`src/rtl/tcw_pkg.sv`:
```
// Shared types and constants for the text console writer.
// Holds the microcode word layout, step codes and screen geometry; no dependencies.
package tcw_pkg;

    // Screen geometry
    localparam int COLS   = 80;
    localparam int ROWS   = 25;
    localparam int NCELLS = COLS * ROWS;
    localparam int ADDR_W = $clog2(NCELLS);
    localparam int CUR_W  = $clog2(NCELLS + 1);
    localparam int COL_W  = $clog2(COLS);

    // Item field widths
    localparam int REQ_W      = 2;
    localparam int CHAR_W     = 8;
    localparam int IDX_W      = 11;
    localparam int CURSOR_W   = 11;
    localparam int ATTR_W     = 8;
    localparam int S_TDATA_W  = 24;
    localparam int M_TDATA_W  = 32;
    localparam int M_FIELDS_W = CURSOR_W + CHAR_W + ATTR_W;

    localparam logic [ATTR_W-1:0] ATTR_DEFAULT = 8'h0f;
    localparam logic [CHAR_W-1:0] NEWLINE_CODE = 8'd10;

    typedef enum logic [REQ_W-1:0] {
        REQ_PRINT,
        REQ_CLEAR,
        REQ_READ,
        REQ_NONE
    } req_t;

    // Microprogram addresses
    typedef enum logic [3:0] {
        ST_INIT,
        ST_RSTCLR,
        ST_IDLE,
        ST_PUT,
        ST_RDOUT,
        ST_NL,
        ST_EMIT,
        ST_CLR,
        ST_SCR_LD,
        ST_SCR_RD,
        ST_SCR_WR,
        ST_SCR_LR,
        ST_SCR_ZR,
        ST_PRN
    } step_t;

    typedef enum logic [2:0] {
        CNT_HOLD,
        CNT_ZERO,
        CNT_INC,
        CNT_COLS,
        CNT_LASTROW
    } cnt_op_t;

    typedef enum logic [1:0] {
        CUR_HOLD,
        CUR_INC,
        CUR_ZERO,
        CUR_SUBCOLS
    } cur_op_t;

    typedef enum logic [1:0] {
        WA_CUR,
        WA_CNT,
        WA_CNT_UP
    } wa_sel_t;

    typedef enum logic {
        RA_IN,
        RA_CNT
    } ra_sel_t;

    typedef enum logic [1:0] {
        WD_ZERO,
        WD_PUT,
        WD_COPY
    } wd_sel_t;

    typedef enum logic [2:0] {
        C_TRUE,
        C_CNT_LAST,
        C_COL_LAST,
        C_IS_NL,
        C_DISPATCH
    } cond_t;

    // One control word
    typedef struct packed {
        cnt_op_t cnt_op;
        cur_op_t cur_op;
        wa_sel_t wa_sel;
        ra_sel_t ra_sel;
        logic    rd_en;
        logic    we_char;
        logic    we_attr;
        wd_sel_t wd_sel;
        logic    take_in;
        logic    emit;
        logic    out_rd;
        cond_t   cond;
        step_t   tgt_t;
        step_t   tgt_f;
    } cw_t;

    // Datapath status seen by the sequencer
    typedef struct packed {
        logic hold;
        logic cnt_last;
        logic col_last;
        logic is_nl;
        req_t req;
        logic at_end;
        logic in_nl;
    } stat_t;

endpackage

```
`src/rtl/tcw_seq.sv`:
```
// Step counter and branch logic of the text console writer microprogram.
// Depends on tcw_pkg.
module tcw_seq
    import tcw_pkg::*;
(
    input  logic  aclk,
    input  logic  aresetn,
    input  cw_t   cw,
    input  stat_t stat,
    output step_t step
);

    step_t step_reg;
    step_t step_next;
    step_t disp_tgt;

    always_ff @(posedge aclk) begin
        if (!aresetn) begin
            step_reg <= ST_INIT;
        end else begin
            step_reg <= step_next;
        end
    end

    // Request dispatch out of idle
    always_comb begin
        unique case (stat.req)
            REQ_PRINT: begin
                if (stat.at_end) begin
                    disp_tgt = ST_SCR_LD;
                end else if (stat.in_nl) begin
                    disp_tgt = ST_NL;
                end else begin
                    disp_tgt = ST_PUT;
                end
            end
            REQ_CLEAR: disp_tgt = ST_CLR;
            REQ_READ:  disp_tgt = ST_RDOUT;
            default:   disp_tgt = ST_EMIT;
        endcase
    end

    always_comb begin
        if (stat.hold) begin
            step_next = step_reg;
        end else begin
            unique case (cw.cond)
                C_TRUE:     step_next = cw.tgt_t;
                C_CNT_LAST: step_next = stat.cnt_last ? cw.tgt_t : cw.tgt_f;
                C_COL_LAST: step_next = stat.col_last ? cw.tgt_t : cw.tgt_f;
                C_IS_NL:    step_next = stat.is_nl ? cw.tgt_t : cw.tgt_f;
                C_DISPATCH: step_next = disp_tgt;
                default:    step_next = ST_IDLE;
            endcase
        end
    end

    assign step = step_reg;

endmodule

```
`config.mk`:
```
export PLATFORM = sky130hd
export DESIGN_NAME = tcw_seq
export DESIGN_NICKNAME = d
export VERILOG_FILES = /design/src/rtl/tcw_pkg.sv /design/src/rtl/tcw_seq.sv
export SDC_FILE = /design/constraint.sdc
export NUM_CORES = 1
export LEC_CHECK = 0
export ABC_AREA = 1
export BUFFER_PORTS_ARGS = -buffer_cell sky130_fd_sc_hd__buf_4
export CAP_MARGIN = 25
export CORE_ASPECT_RATIO = 0.9
export CORE_MARGIN = 5
export CORE_UTILIZATION = 36
export CTS_CLUSTER_DIAMETER = 120
export DETAILED_ROUTE_END_ITERATION = 10
export PLACE_DENSITY = 0.71
export SETUP_SLACK_MARGIN = 0.5
export SYNTH_ARGS = -nofsm -noshare
export SYNTH_HDL_FRONTEND = slang
export SYNTH_SLANG_ARGS = --single-unit
```
`constraint.sdc`:
```
create_clock -name aclk -period 0.9 [get_ports aclk]
set_clock_uncertainty 0.05 [all_clocks]
set_input_delay 0.045 -clock aclk [delete_from_list [all_inputs] [get_ports aclk]]
set_output_delay 0.045 -clock aclk [all_outputs]
set_load 0.05 [all_outputs]
```
# --- Yosys cells after proc, flatten, opt, wreduce, memory -nomap -nowiden ---
# Cells that the tools add are included.
op_classes:
  n_mux: 7
  eq_ne: 6
  n_mul: 0
  addsub: 0
  order_cmp: 0
  reduce_logical: 2
  n_div: 0
  n_bitwise: 0
  n_shift: 0
ops:
  columns: ["operator", "count"]
  rows:
  - ["$pmux W4 S5", 1]
  - ["$mux W4", 4]
  - ["$pmux W4 S3", 1]
  - ["$eq A3 B2 Y1 const B", 2]
  - ["$eq A3 B1 Y1 const B", 1]
  - ["$eq A3 B3 Y1 const B", 1]
  - ["$logic_not A3 Y1", 1]
  - ["$mux W3", 1]
  - ["$eq A2 B1 Y1 const B", 1]
  - ["$eq A2 B2 Y1 const B", 1]
  - ["$logic_not A2 Y1", 1]
totals:
  rom_bits: 0
  wordCells: 16
  out_inout_bits: 4
  ff_bits: 4
  latchBits: 0
  mem_count: 0
  ramBits: 0

# --- Longest topological paths before layout ---
logic_depth:
  word_depth: 4
  ltp_mapped: 9

# --- Worst setup path after synthesis ---
# No wires, ideal clock.
synth_timing:
  path_type: "register to register"
  from: "register, netlist name step[1]"
  to: "register step_reg[1], in the netlist step[1]"
  t_arrival_ps: 868
  setup_time_ps: 70
  path_stages_with_launch: 3
  n_path_buf: 0
  synth_period_minus_slack_ps: 988
  setup_slack_ps: -88
  path_cell_list: "dfxtp_1 -> o21ai_0 -> a21oi_1"
synth_rtl:
  columns: ["element", "line", "rtl"]
  rows:
  - ["end signal, assigned", "tcw_seq.sv:21", "step_reg <= step_next;"]
  - ["end, declared", "tcw_seq.sv:13", "step_t step_reg;"]

# --- Final worst setup path ---
layout_timing:
  from: "register step_reg[2], in the netlist step[2]"
  to: "output step[2]"
layout_rtl:
  columns: ["element", "line", "rtl"]
  rows:
  - ["end, declared", "tcw_seq.sv:10", "output step_t step"]
# No word-level cell between the ends.

==> flow_summary.ini <==
[timing]
fin_crit_sh = 0.935
worst_slack_ns = 0.0584
hold_violations = 1
whs_ns = -0.0230
setup_tns_ns = 0
relSlewSlack = 0.880
drv_slew = 0
max_freq_mhz = 1190
rsz0062_at_grt = yes
worstMarginPinSlew_ns = 0.180
period_needed_ns = 0.842
setup_viol = 0

[finish]
n_antenna_cell = 0
drive_gt1_frac = 0.513
final_cell_area_um2 = 1210
fin_util = 0.807
syn2layout_area_growth_pct = 104
regArea_um2 = 95.1
fillers = 106
multi_input_area_um2 = 576
num-nets-final = 200
largest_reg_flops = 4

[worst_hold_path]
hold-path-endpoint = step[1]
worstHoldStart = aresetn
holdPathStages = 3
hold_path.class = in -> reg

[status]
violations = hold timing
status = complete, but fails checks

[clocking]
clkLatencyLatePin_ns = 0.25
clk_pin_slew_ns = 0.04
cts_tree = yes
ctsLongestPathBuffers = 2
cts_sinks = 4
htree_levels = 1
cts_root_buffer = clkbuf_4
cts_buffers = 3

[global_routing]
grt.overflow.total = 0
grt_pass1_vias = 748
grt_pass1_wl_um = 3170
antenna_found_initial = 0
grt_usage = 0.161
grt_max_degree = 8

[drt]
via_per_inst = 4.81
first_pass_iters = 4
vias = 865
wl_per_cell_um = 11.2
first_iter_violations = 10
drc_errors = 0
totalWireLength_um = 2020
drtAntennaViolNets = 0

[die]
num_rows = 13
die_x_um = 52.8
start_util = 0.396
core_um2 = 1500
ioPinCount = 41
fp.dieArea_um2 = 2560
die_y_um = 48.5

[logic_synthesis]
async_reset_ff_frac = 0
synth_edf_count = 0
yosys_register_bits = 4
synth_xor_area_frac = 0
syn-cell-area_um2 = 593
synth.distinct_cells = 14
synth-compound-area-share = 0.114
muxShareOfSynthArea = 0
yosysTopAreaCell = nand2_1
synth_top_family_by_area = simple AND/OR/NAND/NOR gates
synth_area_leaders = nand2_1 34%, dfxtp_1 14%, nor2_1 13%
syn-num-nets = 160
synth_commonest_cells = 54 x nand2_1, 20 x nor2_1, 15 x inv_1, 10 x nand3_1
yosys.area_share.simple = 0.580
synth.most_common_cell = nand2_1
ys_seq_area_frac = 0.135
synth.top_cell.area_share = 0.342
syn_avg_cell_area_um2 = 4.94
syn_inst = 120
synth_ff_type = dfxtp_1
synthAdderAreaFrac = 0.0633
yosysWarnings = 0

[critical_path]
cp_data_required_time_ns = 0.81
path_max_fanout = 2
end_kind = output pin
critical_path_buf_inv_count = 1
r2r_start = step[1]
crit_type = reg -> out
r2r_setup_slack_ns = 0.14
worstPathCellList = buf_8
r2r_end = step[1]
slowest_stage = dfxtp_4
path_delay_family = flip-flops
rr_worst_depth = 3
worstPathArrival_ns = 0.75
cpPeakStageDelay_ns = 0.35
worstSetupStartpointType = flop

[placement]
dp_slack_ns = -0.131
gp_congestion = 0.794
port_buffers = 24
dpl-instance-area_um2 = 948
place_hpwl_um = 1480

[power]
power_density_nw_per_um2 = 800
vdd_drop_max_v = 0.000417
leakage_nw = 0.599

[flow_run]
drv_cap = 0
metrics by stage:
stage	instances	total power, mW	hold WS [ns]
after floorplan	120	0.399	0.123
after global placement	173	0.571	0.247
after detailed placement	173	0.577	0.274
after CTS	177	0.899	-0.0110
after global routing	180	1.02	-0.00840
final	180	0.966	-0.0230
power by group:
part	switching, mW	internal, mW
clock network	0.107	0.151
logic	0.258	0.252
registers	0.0113	0.186
how the worst max path moves through the flow:
stage / from / endpoint / slack, ns / cells after the start
finish: step[2] / step[2] / 0.06 / 1
global route: step[2] / step[2] / 0.04 / 1
CTS: step[2] / step[2] / 0.06 / 1
detailed placement: stat[2] / step[3] / -0.13 / 9
global placement: stat[2] / step[3] / -0.12 / 9
floorplan: stat[2] / step[3] / 0.13 / 8
cells in the final DEF, fill, tap and decap left out:
| cell type | netlist | routed |
|---|---|---|
| nand3_2 | 1 | 5 |
| clkbuf_4 | 0 | 3 |
| o211ai_1 | 4 | 4 |
| buf_12 | 0 | 5 |
| clkinv_8 | 0 | 1 |
| buf_8 | 0 | 5 |
| nor2_1 | 20 | 14 |
| inv_12 | 0 | 1 |
| o21ai_2 | 0 | 2 |
| inv_8 | 0 | 1 |
| inv_4 | 0 | 2 |
| dfxtp_4 | 0 | 4 |
| a21oi_1 | 2 | 1 |
| inv_1 | 15 | 7 |
| nor2_4 | 0 | 3 |
| nand3_1 | 10 | 6 |
| buf_4 | 0 | 19 |
| inv_2 | 2 | 5 |
| ha_4 | 0 | 3 |
| a21oi_2 | 2 | 3 |
| nand2_2 | 0 | 8 |
| nor2_2 | 1 | 4 |
| nand2_1 | 54 | 45 |
| buf_6 | 0 | 6 |
| nand2_4 | 0 | 1 |
cells by family (layout without fill, tap and decap cells):
group	after synthesis	count (layout)
fa+ha+maj	3	3
buf+inv	17	55
simple gates	86	86
flops	4	4
compound gates	10	10
layer usage:
| metal | vias to the layer above | share of wire | GRT usage | wire length [um] |
|---|---|---|---|---|
| met3 | 5 | 0.035 | 0.0122 | 70 |
| met4 | 0 | 0.023 | 0.0894 | 46 |
| met1 | 384 | 0.41 | 0.198 | 822 |
| met2 | 21 | 0.53 | 0.267 | 1080 |
| met5 | - | 0 | 0 | 0 |
| li1 | 455 | - | - | - |
area by class of cell:
type	count	share of cell area
Timing Repair Buffer	35	0.319
Clock buffer	3	0.0187
Inverter	17	0.0839
Tap cell	22	0.0228
Multi-Input combinational cell	99	0.477
Sequential cell	4	0.0788
timing repair:
item	4_1_cts	5_1_grt
cloned	0	0
setup endpoints to repair	8	8
resized for setup	36	24
setup buffers	1	3
endpoints found under the hold margin	1	1
pin swaps	22	22
No activity file was read; power rests on OpenSTA's default activity.
