--- src/rtl/tcw_pkg.sv ---
// Shared types and constants for the text console writer.
// Holds the microcode word layout, step codes and screen geometry; no dependencies.
package tcw_pkg;

    // Screen geometry
    localparam int COLS   = 80;
    localparam int ROWS   = 25;
    localparam int NCELLS = COLS * ROWS;
    localparam int ADDR_W = $clog2(NCELLS);
    localparam int CUR_W  = $clog2(NCELLS + 1);
    localparam int COL_W  = $clog2(COLS);

    // Item field widths
    localparam int REQ_W      = 2;
    localparam int CHAR_W     = 8;
    localparam int IDX_W      = 11;
    localparam int CURSOR_W   = 11;
    localparam int ATTR_W     = 8;
    localparam int S_TDATA_W  = 24;
    localparam int M_TDATA_W  = 32;
    localparam int M_FIELDS_W = CURSOR_W + CHAR_W + ATTR_W;

    localparam logic [ATTR_W-1:0] ATTR_DEFAULT = 8'h0f;
    localparam logic [CHAR_W-1:0] NEWLINE_CODE = 8'd10;

    typedef enum logic [REQ_W-1:0] {
        REQ_PRINT,
        REQ_CLEAR,
        REQ_READ,
        REQ_NONE
    } req_t;

    // Microprogram addresses
    typedef enum logic [3:0] {
        ST_INIT,
        ST_RSTCLR,
        ST_IDLE,
        ST_PUT,
        ST_RDOUT,
        ST_NL,
        ST_EMIT,
        ST_CLR,
        ST_SCR_LD,
        ST_SCR_RD,
        ST_SCR_WR,
        ST_SCR_LR,
        ST_SCR_ZR,
        ST_PRN
    } step_t;

    typedef enum logic [2:0] {
        CNT_HOLD,
        CNT_ZERO,
        CNT_INC,
        CNT_COLS,
        CNT_LASTROW
    } cnt_op_t;

    typedef enum logic [1:0] {
        CUR_HOLD,
        CUR_INC,
        CUR_ZERO,
        CUR_SUBCOLS
    } cur_op_t;

    typedef enum logic [1:0] {
        WA_CUR,
        WA_CNT,
        WA_CNT_UP
    } wa_sel_t;

    typedef enum logic {
        RA_IN,
        RA_CNT
    } ra_sel_t;

    typedef enum logic [1:0] {
        WD_ZERO,
        WD_PUT,
        WD_COPY
    } wd_sel_t;

    typedef enum logic [2:0] {
        C_TRUE,
        C_CNT_LAST,
        C_COL_LAST,
        C_IS_NL,
        C_DISPATCH
    } cond_t;

    // One control word
    typedef struct packed {
        cnt_op_t cnt_op;
        cur_op_t cur_op;
        wa_sel_t wa_sel;
        ra_sel_t ra_sel;
        logic    rd_en;
        logic    we_char;
        logic    we_attr;
        wd_sel_t wd_sel;
        logic    take_in;
        logic    emit;
        logic    out_rd;
        cond_t   cond;
        step_t   tgt_t;
        step_t   tgt_f;
    } cw_t;

    // Datapath status seen by the sequencer
    typedef struct packed {
        logic hold;
        logic cnt_last;
        logic col_last;
        logic is_nl;
        req_t req;
        logic at_end;
        logic in_nl;
    } stat_t;

endpackage

--- src/rtl/tcw_ucode_rom.sv ---
// Control store of the text console writer: one control word per step.
// Depends on tcw_pkg.
module tcw_ucode_rom
    import tcw_pkg::*;
(
    input  step_t step,
    output cw_t   cw
);

    always_comb begin
        cw       = '0;
        cw.tgt_t = ST_IDLE;
        cw.tgt_f = ST_IDLE;
        unique case (step)
            ST_INIT: begin
                cw.cnt_op = CNT_ZERO;
                cw.tgt_t  = ST_RSTCLR;
            end
            ST_RSTCLR: begin
                // power-up sweep: both bytes to zero
                cw.wa_sel  = WA_CNT;
                cw.we_char = 1'b1;
                cw.we_attr = 1'b1;
                cw.wd_sel  = WD_ZERO;
                cw.cnt_op  = CNT_INC;
                cw.cond    = C_CNT_LAST;
                cw.tgt_t   = ST_IDLE;
                cw.tgt_f   = ST_RSTCLR;
            end
            ST_IDLE: begin
                cw.take_in = 1'b1;
                cw.rd_en   = 1'b1;
                cw.ra_sel  = RA_IN;
                cw.cnt_op  = CNT_ZERO;
                cw.cond    = C_DISPATCH;
            end
            ST_PUT: begin
                cw.wa_sel  = WA_CUR;
                cw.we_char = 1'b1;
                cw.we_attr = 1'b1;
                cw.wd_sel  = WD_PUT;
                cw.cur_op  = CUR_INC;
                cw.emit    = 1'b1;
            end
            ST_RDOUT: begin
                cw.emit   = 1'b1;
                cw.out_rd = 1'b1;
            end
            ST_NL: begin
                cw.wa_sel  = WA_CUR;
                cw.we_char = 1'b1;
                cw.wd_sel  = WD_ZERO;
                cw.cur_op  = CUR_INC;
                cw.cond    = C_COL_LAST;
                cw.tgt_t   = ST_EMIT;
                cw.tgt_f   = ST_NL;
            end
            ST_EMIT: begin
                cw.emit = 1'b1;
            end
            ST_CLR: begin
                cw.wa_sel  = WA_CNT;
                cw.we_char = 1'b1;
                cw.wd_sel  = WD_ZERO;
                cw.cnt_op  = CNT_INC;
                cw.cur_op  = CUR_ZERO;
                cw.cond    = C_CNT_LAST;
                cw.tgt_t   = ST_EMIT;
                cw.tgt_f   = ST_CLR;
            end
            ST_SCR_LD: begin
                cw.cnt_op = CNT_COLS;
                cw.tgt_t  = ST_SCR_RD;
            end
            ST_SCR_RD: begin
                cw.rd_en  = 1'b1;
                cw.ra_sel = RA_CNT;
                cw.tgt_t  = ST_SCR_WR;
            end
            ST_SCR_WR: begin
                // cell moves up one line
                cw.wa_sel  = WA_CNT_UP;
                cw.we_char = 1'b1;
                cw.we_attr = 1'b1;
                cw.wd_sel  = WD_COPY;
                cw.cnt_op  = CNT_INC;
                cw.cond    = C_CNT_LAST;
                cw.tgt_t   = ST_SCR_LR;
                cw.tgt_f   = ST_SCR_RD;
            end
            ST_SCR_LR: begin
                cw.cnt_op = CNT_LASTROW;
                cw.cur_op = CUR_SUBCOLS;
                cw.tgt_t  = ST_SCR_ZR;
            end
            ST_SCR_ZR: begin
                // last line: characters cleared, attributes kept
                cw.wa_sel  = WA_CNT;
                cw.we_char = 1'b1;
                cw.wd_sel  = WD_ZERO;
                cw.cnt_op  = CNT_INC;
                cw.cond    = C_CNT_LAST;
                cw.tgt_t   = ST_PRN;
                cw.tgt_f   = ST_SCR_ZR;
            end
            ST_PRN: begin
                cw.cond  = C_IS_NL;
                cw.tgt_t = ST_NL;
                cw.tgt_f = ST_PUT;
            end
            default: begin
                cw.tgt_t = ST_IDLE;
            end
        endcase
    end

endmodule

--- config.mk ---
export PLATFORM = sky130hd
export DESIGN_NAME = tcw_ucode_rom
export DESIGN_NICKNAME = d
export VERILOG_FILES = /design/src/rtl/tcw_pkg.sv /design/src/rtl/tcw_ucode_rom.sv
export SDC_FILE = /design/constraint.sdc
export NUM_CORES = 1
export LEC_CHECK = 0
export ABC_AREA = 1
export BUFFER_PORTS_ARGS = -buffer_cell sky130_fd_sc_hd__buf_2
export CORE_AREA = 3 3 40 42
export DETAILED_ROUTE_END_ITERATION = 6
export DIE_AREA = 0 0 43 45
export PLACE_DENSITY = 0.59
export SLEW_MARGIN = 5
export SYNTH_ARGS = -nofsm -noshare
export SYNTH_HDL_FRONTEND = slang
export SYNTH_SLANG_ARGS = --single-unit
--- constraint.sdc ---
create_clock -name vclk -period 2.35
set_input_delay 0.3525 -clock vclk [all_inputs]
set_output_delay 0.3525 -clock vclk [all_outputs]
set_load 0.02 [all_outputs]
; Yosys cells after proc, flatten, opt, wreduce, memory -nomap -nowiden
; Cells that the tools add are included.
[classes]
n_eq_ne = 13
n_mux = 13
n_reduce_logical = 9
[ops]
columns = op, n
row1 = one-hot mux 4 bit (8 select lines), 1
row2 = == test 4 bit (second input constant), 6
row3 = one-hot mux 3 bit (4 select lines), 2
row4 = one-hot mux 4 bit (6 select lines), 1
row5 = == test 4 x 3 -> 1 bit (second input constant), 4
row6 = one-hot mux 2 bit (2 select lines), 3
row7 = OR reduction 3 bit, 3
row8 = == test 4 x 2 -> 1 bit (second input constant), 2
row9 = one-hot mux 2 bit (3 select lines), 1
row10 = OR reduction 2 bit, 3
row11 = OR reduction 6 bit, 1
row12 = two-way mux 1 bit, 5
row13 = == test 4 x 1 -> 1 bit (second input constant), 1
row14 = logical NOT 4 bit, 1
row15 = OR reduction 4 bit, 1
[word_totals]
regBits = 0
in_bits = 4
word_cells = 35

; Depth between registers and ports, before layout
; Gate-level depths: netlist of run 1.
[depth]
word_depth = 3
ltp_mapped = 7

; Least setup slack after synthesis of run 1
; No wires, ideal clock.
[synth_path]
kind = input-to-output
startpoint = input step[1]
endpoint = output cw[5] (netlist bit)
t_arrival_ns = 1.173
required_time_ns = 1.997
setup_slack_ns = 0.825
cell_stages = 5
path_cell_list = nand2_1 inv_1 nand2_1 nand2_1 o21ai_0
[synth_rtl]
columns = item, line
row1 = start: declaration, tcw_ucode_rom.sv:6  ; input step_t step,
row2 = end: declaration, tcw_ucode_rom.sv:7  ; output cw_t cw

==> results of run 1 <==
==> cell type report <==
cell class / instances / area [um2]
Fill cell: 148 / 779
Inverter: 18 / 67.6
Multi-Input combinational cell: 52 / 264
Timing Repair Buffer: 31 / 155
Tap cell: 15 / 18.8
==> worst paths after layout <==
check / startpoint / to / slack (ps) / cells past startpoint
hold / removal: step[0] / cw[12] / 1090 / 3
setup / recovery: step[0] / cw[17] / 770 / 7
==> per-layer routing <==
layer,wire length (um),up-vias
met2,534,27
met3,89,2
met4,8,0
met5,0,-
met1,481,232
li1,-,279
==> metrics by stage <==
| stage | power [W] | setup WS (ps) |
|---|---|---|
| 2_1_floorplan | 0.0000813 | 825 |
| 6_report | 0.000117 | 769 |
| 3_5_place_dp | 0.000118 | 767 |
| 5_1_grt | 0.000129 | 664 |
| 4_1_cts | 0.000118 | 766 |
| 3_3_place_gp | 0.000118 | 760 |
==> cells in the final DEF (no fill, tap or decap) <==
cell type	count
buf_2	31
nand2_1	21
inv_1	16
nor2_1	7
nand3_1	7
nor2_4	4
o21ai_0	4
inv_2	2
nor2_2	2
a21oi_1	2
nand2_2	1
nand2_4	1
o21ai_1	1
o22ai_1	1
o211ai_1	1
==> power by group through the flow <==
| stage | Combinational, W | Sequential [W] | Clock (W) |
|---|---|---|---|
| finish | 0.000117 | 0 | 0 |
| global route | 0.000129 | 0 | 0 |
| CTS | 0.000118 | 0 | 0 |
| detailed placement | 0.000118 | 0 | 0 |
| global placement | 0.000118 | 0 | 0 |
| floorplan | 0.0000813 | 0 | 0 |
==> logic make-up (layout without fill, tap and decap cells) <==
logic type             count (synthesis)  in the layout  share of synthesized area (%)
AOI/OAI and AO/OA                      9              9                           14.2
buffers and inverters                 19             49                           23.0
and+or+nand+nor                       43             43                           62.8
==> results_dict.tcl, run 1 <==
set metrics [dict create \
    synthTopCellsByArea "nand2_1 23%, inv_1 18%, nor2_4 13%, nand3_1 10%, nor2_1 7.7%" \
    fp-row-count 13 \
    path_buf_inv 4 \
    ant_nets 0 \
    finalWeightedCongestion 0.828 \
    synth_area_leader_cell "nand2_1" \
    drt-total-wl_um 1110 \
    swShare_pct 69.7 \
    fin_nets 107 \
    die_w_um 43 \
    area_growth_pct 47.4 \
    slew_viol_final 0 \
    worst_ep_arrival_time_ps 1230 \
    dp_hpwl_um 974 \
    critical-path-top-delay-family "buffers and inverters" \
    outcome "finished, final reports clean" \
    placed_area_um2 505 \
    synth.most_common_cell "nand2_1" \
    final.hold.worst_slack_ps 1090 \
    crit_fanout 6 \
    die_area_um2 1940 \
    grt_start_max_net_pins 10 \
    grt_pass1_vias 460 \
    dp.cells 116 \
    worst_slew_pin_slew_ps 217 \
    hp-class "input port to output port" \
    combPwrFrac_pct 100.0 \
    slowest_delay_ps 200 \
    period_minus_slack_ps 1580 \
    drt-initial-drc-count 10 \
    seq_power_share_pct 0 \
    cp-end-kind "output port" \
    antenna_found_initial 0 \
    top_usage_layer "met2" \
    vias 540 \
    drc 0 \
    initial_utilization_pct 26.7 \
    ff_latch_area_um2 0 \
    nClkBuffers 0 \
    use_met3_pct 1.20 \
    overflow 0 \
    use_met2_pct 22.2 \
    rsz0062_at_grt "no" \
    synth_area_um2 343 \
    cts.repair.resized 0 \
    globalRouteMet1Util_pct 15.0 \
    crit_path_top_delay_cell "nor2_4" \
    grt_pass1_wl_um 1830 \
    yosysSeqAreaShare_pct 0 \
    power_density_nw_per_um2 231 \
    ir_drop_uv 79.1 \
    grt_usage_pct 11.6 \
    flops_and_latches 0 \
    ios 31 \
    antenna-diode-count 0 \
    ys_types 15 \
    p_leak_nw 0.406 \
    setup.worst_path.start_class "input port" \
    crit_type "input port to output port" \
    final_util_pct 39.3 \
    synth_top_cells_by_count "21 x nand2_1, 16 x inv_1, 7 x nand3_1, 7 x nor2_1" \
    first_pass_iters 4 \
    p_switching_w 0.0000816 \
    p_int_w 0.0000354 \
    synth.top_cell.area_share_pct 23.0 \
    crit_path_frequent_cell "buf_2" \
    slew_headroom_pct 85.6 \
    layout-drive-gt1-share_pct 40.6 \
    wire_per_inst_um 9.60 \
    setup-violations-final 0 \
    cts_setup_buffers 0 \
    synth_warnings 0 \
    required_ps 2000 \
    finalHoldViolations 0 \
    die_height_um 45 \
    syn_avg_cell_area_um2 4.83 \
    holdBufCountCts 0 \
    clkPwrFrac_pct 0 \
    fin_crit_sh_pct 67.3 \
    clock.fmax_mhz 632 \
    viasPerCell 4.66 \
    design_area_um2 505 \
    core_area_um2 1280 \
    syn_nets 75 \
    fin_cells 116 \
    syn_inst 71 \
    crit_path_cell_trace "buf_2 > inv_1 > nand2_1 > nor2_4 > inv_2 > o211ai_1 > buf_2" \
    maxCapViolations 0 \
    final.setup.tns_ps 0 \
    portBuffers 31 \
]
Power figures use the tool's default switching activity.
==> inputs of run 2 (changes only) <==
- ABC_AREA: 1 -> 0
- PLACE_DENSITY: 0.59 -> 0.58
- clock period: 2.35 -> 1.59 ns (I/O delays scaled with it)
==> run 2 against run 1 <==
Against the previous run: final cell count down 8.6%; setup slack worse by 660 ps; routed wire length down 0.36%; die area unchanged.
==> results_dict.tcl, run 2 <==
set metrics [dict create \
    outcome "finished, final reports clean" \
    dp_hpwl_um 954 \
    wire_per_inst_um 10.5 \
    ff_latch_area_um2 0 \
    worst_ep_arrival_time_ps 1250 \
    layout-drive-gt1-share_pct 44.0 \
    ys_types 23 \
    core_area_um2 1280 \
    synth_fa_ha_area_share_pct 0 \
    grt_start_max_net_pins 13 \
    clkPwrFrac_pct 0 \
    synth_top_family_by_area "simple AND/OR/NAND/NOR gates" \
    area_growth_pct 54.7 \
    synth_area_um2 332 \
    final.setup.tns_ps 0 \
    fin_crit_sh_pct 93.4 \
    die_w_um 43 \
    synth_warnings 0 \
    layout_commonest_cell "buf_2" \
    synth_area_leader_cell "nor2_1" \
    ant_nets 0 \
    power_density_nw_per_um2 341 \
    grt_usage_pct 11.1 \
    syn_inst 60 \
    holdBufCountCts 0 \
    period_minus_slack_ps 1490 \
    grt_pass1_wl_um 1770 \
    worst_slew_pin_slew_ps 212 \
    seq_power_share_pct 0 \
    setup-violations-final 0 \
    fillCellCount 155 \
    viasPerCell 4.75 \
    die_area_um2 1940 \
    cts.repair.resized 0 \
    antenna-diode-count 0 \
    initial_utilization_pct 25.8 \
    finalWeightedCongestion 0.750 \
    path_buf_inv 2 \
    crit_path_cell_trace "buf_2 > nor2b_2 > or3_4 > o31ai_1 > buf_2" \
    first_pass_iters 4 \
    fp-row-count 13 \
    yosysSeqAreaShare_pct 0 \
    overflow 0 \
    syn_avg_cell_area_um2 5.53 \
    required_ps 1350 \
    critical-path-top-delay-family "simple AND/OR/NAND/NOR gates" \
    die_height_um 45 \
    yosys.area_share.simple_pct 61.1 \
    ios 31 \
    synth.top_cell.area_share_pct 9.06 \
    cts_setup_buffers 0 \
    synth_top_cells_by_count "8 x nor2_1, 7 x nand2_1, 5 x a21oi_1, 5 x nor3_1" \
    hp-class "input port to output port" \
    nClkBuffers 0 \
    slowest_delay_ps 410 \
    flops_and_latches 0 \
    p_leak_nw 0.329 \
    syn_nets 64 \
    crit_fanout 6 \
    ir_drop_uv 135 \
    p_switching_w 0.000112 \
    finalHoldViolations 0 \
    crit_path_top_delay_cell "or3_4" \
    synth_mux_area_share_pct 6.04 \
    crit_type "input port to output port" \
    slew_viol_final 0 \
    rsz0062_at_grt "no" \
    antenna_found_initial 0 \
    cp-end-kind "output port" \
    final_util_pct 39.9 \
    grt_pass1_vias 414 \
    slew_headroom_pct 85.8 \
    synth_xor_area_share_pct 0 \
    swShare_pct 64.2 \
    portBuffers 31 \
    maxCapViolations 0 \
    synth.most_common_cell "nor2_1" \
    synth_compound_area_share_pct 20.4 \
    drc 0 \
    clock.fmax_mhz 673 \
    drt-total-wl_um 1110 \
    final_cell_mix "31 x buf_2, 8 x nor2_1, 7 x nand2_1, 5 x a21oi_1, 5 x nor3_1" \
    fin_nets 97 \
    drt-initial-drc-count 10 \
    setup.worst_path.start_class "input port" \
    crit_path_frequent_cell "buf_2" \
    combPwrFrac_pct 100.0 \
    p_int_w 0.0000627 \
    vias 504 \
    synthTopCellsByArea "nor2_1 9.1%, nand2_1 7.9%, a21oi_1 7.5%, nor2b_1 7.5%, nor3_1 7.5%" \
]
==> run 2: power by group through the flow <==
stage                     sequential, W  clock [W]  combinational (W)
final                                 0          0           0.000175
after CTS                             0          0           0.000176
after global placement                0          0           0.000175
after global routing                  0          0           0.000191
after detailed placement              0          0           0.000176
after floorplan                       0          0           0.000118
==> run 2: worst min-delay path, delay by kind of cell <==
family | cells | cell delay (ps)
buf+inv | 2 | 290
simple gates | 1 | 60
==> run 2: cell families after synthesis <==
family / Yosys count
and+or+nand+nor: 37
muxes: 2
buffers and inverters: 9
AOI/OAI and AO/OA: 12
==> run 2: per-layer routing <==
metal	GRT usage [%]	wire, um	part of all wire (%)	vias to the layer above
met5	0	0	0	-
met4	0	0	0	0
met3	1.59	100	9.0	0
met2	18.6	500	45	17
met1	16.2	509	46	224
li1	-	-	-	263
==> run 2: per-stage QoR <==
step / setup WS [ps] / hold WS, ps / power (W) / instances / area (um2)
5_1_grt: 53.9 / 852 / 0.000191 / 106 / 513
6_report: 105 / 829 / 0.000175 / 106 / 513
3_5_place_dp: 108 / 835 / 0.000176 / 106 / 513
2_1_floorplan: 251 / 649 / 0.000118 / 60 / 332
4_1_cts: 106 / 834 / 0.000176 / 106 / 513
3_3_place_gp: 136 / 833 / 0.000175 / 106 / 513
==> run 2: cell type report <==
type	count	area (um2)	area share, %
multi-input cells	51	290	56.6
repair buffers	35	185	36.1
inverters	5	18.8	3.66
well taps	15	18.8	3.66
==> run 2: worst paths after layout <==
kind / depth (start not counted) / endpoint / slack (ps) / from
min: 3 / cw[12] / 830 / step[3]
max: 5 / cw[20] / 100 / step[1]
==> inputs of run 3 (changes only) <==
- ABC_AREA: 0 -> 1
- PLACE_DENSITY: 0.58 -> 0.59
==> run 3 against run 2 <==
Against the previous run: die area stayed put; highest routed layer unchanged; first-iteration DRC count is 20% lower; critical path depth is 2 higher; core utilization is 0.58 points lower; largest cell class unchanged; final cell count is 9.4% higher; clock-buffer cell count stayed put; routed wire length is 1.4% lower; hold slack better by 30 ps; fmax is 8.6% higher; combinational power hardly changed.
==> results_dict.tcl, run 3 (synthesized netlist as in run 1, its figures left out) <==
set metrics [dict create \
    hold_path_startpoint "step[0]" \
    setup.worst_path.start_class "input port" \
    layout_commonest_cell "buf_2" \
    crit_fanout 9 \
    final_cell_mix "31 x buf_2, 21 x nand2_1, 16 x inv_1, 7 x nor2_1, 7 x nand3_1" \
    ios 31 \
    holdBufCountCts 0 \
    p_total_w 0.000173 \
    nClkBuffers 0 \
    core_area_um2 1280 \
    design_area_um2 505 \
    p_int_w 0.0000523 \
    die_w_um 43 \
    required_ps 1350 \
    final.setup.tns_ps 0 \
    p_switching_w 0.000120 \
    viasPerCell 4.40 \
    seq_power_share_pct 0 \
    dp_slack_ps 231 \
    worst_slew_pin_slew_ps 228 \
    grt_pass1_wl_um 1710 \
    die_height_um 45 \
    power_density_nw_per_um2 342 \
    drt-initial-drc-count 8 \
    swShare_pct 69.7 \
    dp_hpwl_um 944 \
    period_minus_slack_ps 1370 \
    portBuffers 31 \
    crit_path_frequent_cell "buf_2" \
    first_pass_iters 4 \
    vias 510 \
    flops_and_latches 0 \
    area_growth_pct 47.4 \
    ant_nets 0 \
    slowest_delay_ps 220 \
    combPwrFrac_pct 100.0 \
    crit_path_cell_trace "buf_2 > inv_1 > nand2_2 > nor2_4 > nor2_2 > nand3_1 > buf_2" \
    p_leak_nw 0.406 \
    wire_per_inst_um 9.44 \
    maxCapViolations 0 \
    antenna_found_initial 0 \
    crit_start "step[2]" \
    placed_area_um2 505 \
    grt_usage_pct 10.9 \
    slew_headroom_pct 84.8 \
    whs_path_depth 3 \
    worst_ep_arrival_time_ps 1130 \
    cts_setup_buffers 0 \
    antenna-diode-count 0 \
    slew_viol_final 0 \
    grt_pass1_vias 426 \
    setup-violations-final 0 \
    die_area_um2 1940 \
    fin_crit_sh_pct 86.0 \
    cp-end-kind "output port" \
    finalWeightedCongestion 0.828 \
    cts.repair.resized 0 \
    ir_drop_uv 114 \
    fin_nets 107 \
    finalHoldViolations 0 \
    crit_path_top_delay_cell "buf_2" \
    hp-class "input port to output port" \
    fp-row-count 13 \
    initial_utilization_pct 26.7 \
    crit_type "input port to output port" \
    drt-total-wl_um 1100 \
    layout-drive-gt1-share_pct 40.6 \
    rsz0062_at_grt "no" \
    overflow 0 \
    grt_start_max_net_pins 10 \
    holdPathEnd "cw[12]" \
    clkPwrFrac_pct 0 \
    ff_latch_area_um2 0 \
    clock.fmax_mhz 731 \
    fin_ws_ps 222 \
    drc 0 \
    outcome "finished, final reports clean" \
    final_util_pct 39.3 \
]
-- run 3: how the worst max path moves through the flow --
| stage | slack (ps) | cells past startpoint | to |
|---|---|---|---|
| floorplan | 290 | 5 | cw[5] |
| global placement | 230 | 7 | cw[8] |
| detailed placement | 230 | 7 | cw[8] |
| CTS | 230 | 7 | cw[8] |
| global route | 160 | 7 | cw[25] |
| finish | 220 | 7 | cw[8] |
-- run 3: area by class of cell --
cell class / count / area (um2)
Timing Repair Buffer: 31 / 155
Inverter: 18 / 67.6
Tap cell: 15 / 18.8
Fill cell: 151 / 779
Multi-Input combinational cell: 52 / 264
-- run 3: layer usage --
| metal | vias up | track usage (%) | wire (um) |
|---|---|---|---|
| met3 | 0 | 1.59 | 83 |
| li1 | 274 | - | - |
| met4 | 0 | 1.81 | 0 |
| met2 | 21 | 19.8 | 533 |
| met5 | - | 0 | 0 |
| met1 | 215 | 13.8 | 477 |
-- run 3: power by group through the flow --
stage | sequential [W] | clock (W) | combinational (W)
finish | 0 | 0 | 0.000173
CTS | 0 | 0 | 0.000174
detailed placement | 0 | 0 | 0.000173
global route | 0 | 0 | 0.000189
floorplan | 0 | 0 | 0.000120
global placement | 0 | 0 | 0.000175
-- run 3: worst max-delay path: cells and delay by family --
kind,cells,cell delay [ps]
buffers and inverters,3,480
and+or+nand+nor,4,400
-- run 3: per-stage QoR --
step	hold slack [ps]	instances
2_1_floorplan	632	71
5_1_grt	877	116
3_5_place_dp	853	116
6_report	858	116
3_3_place_gp	844	116
4_1_cts	857	116
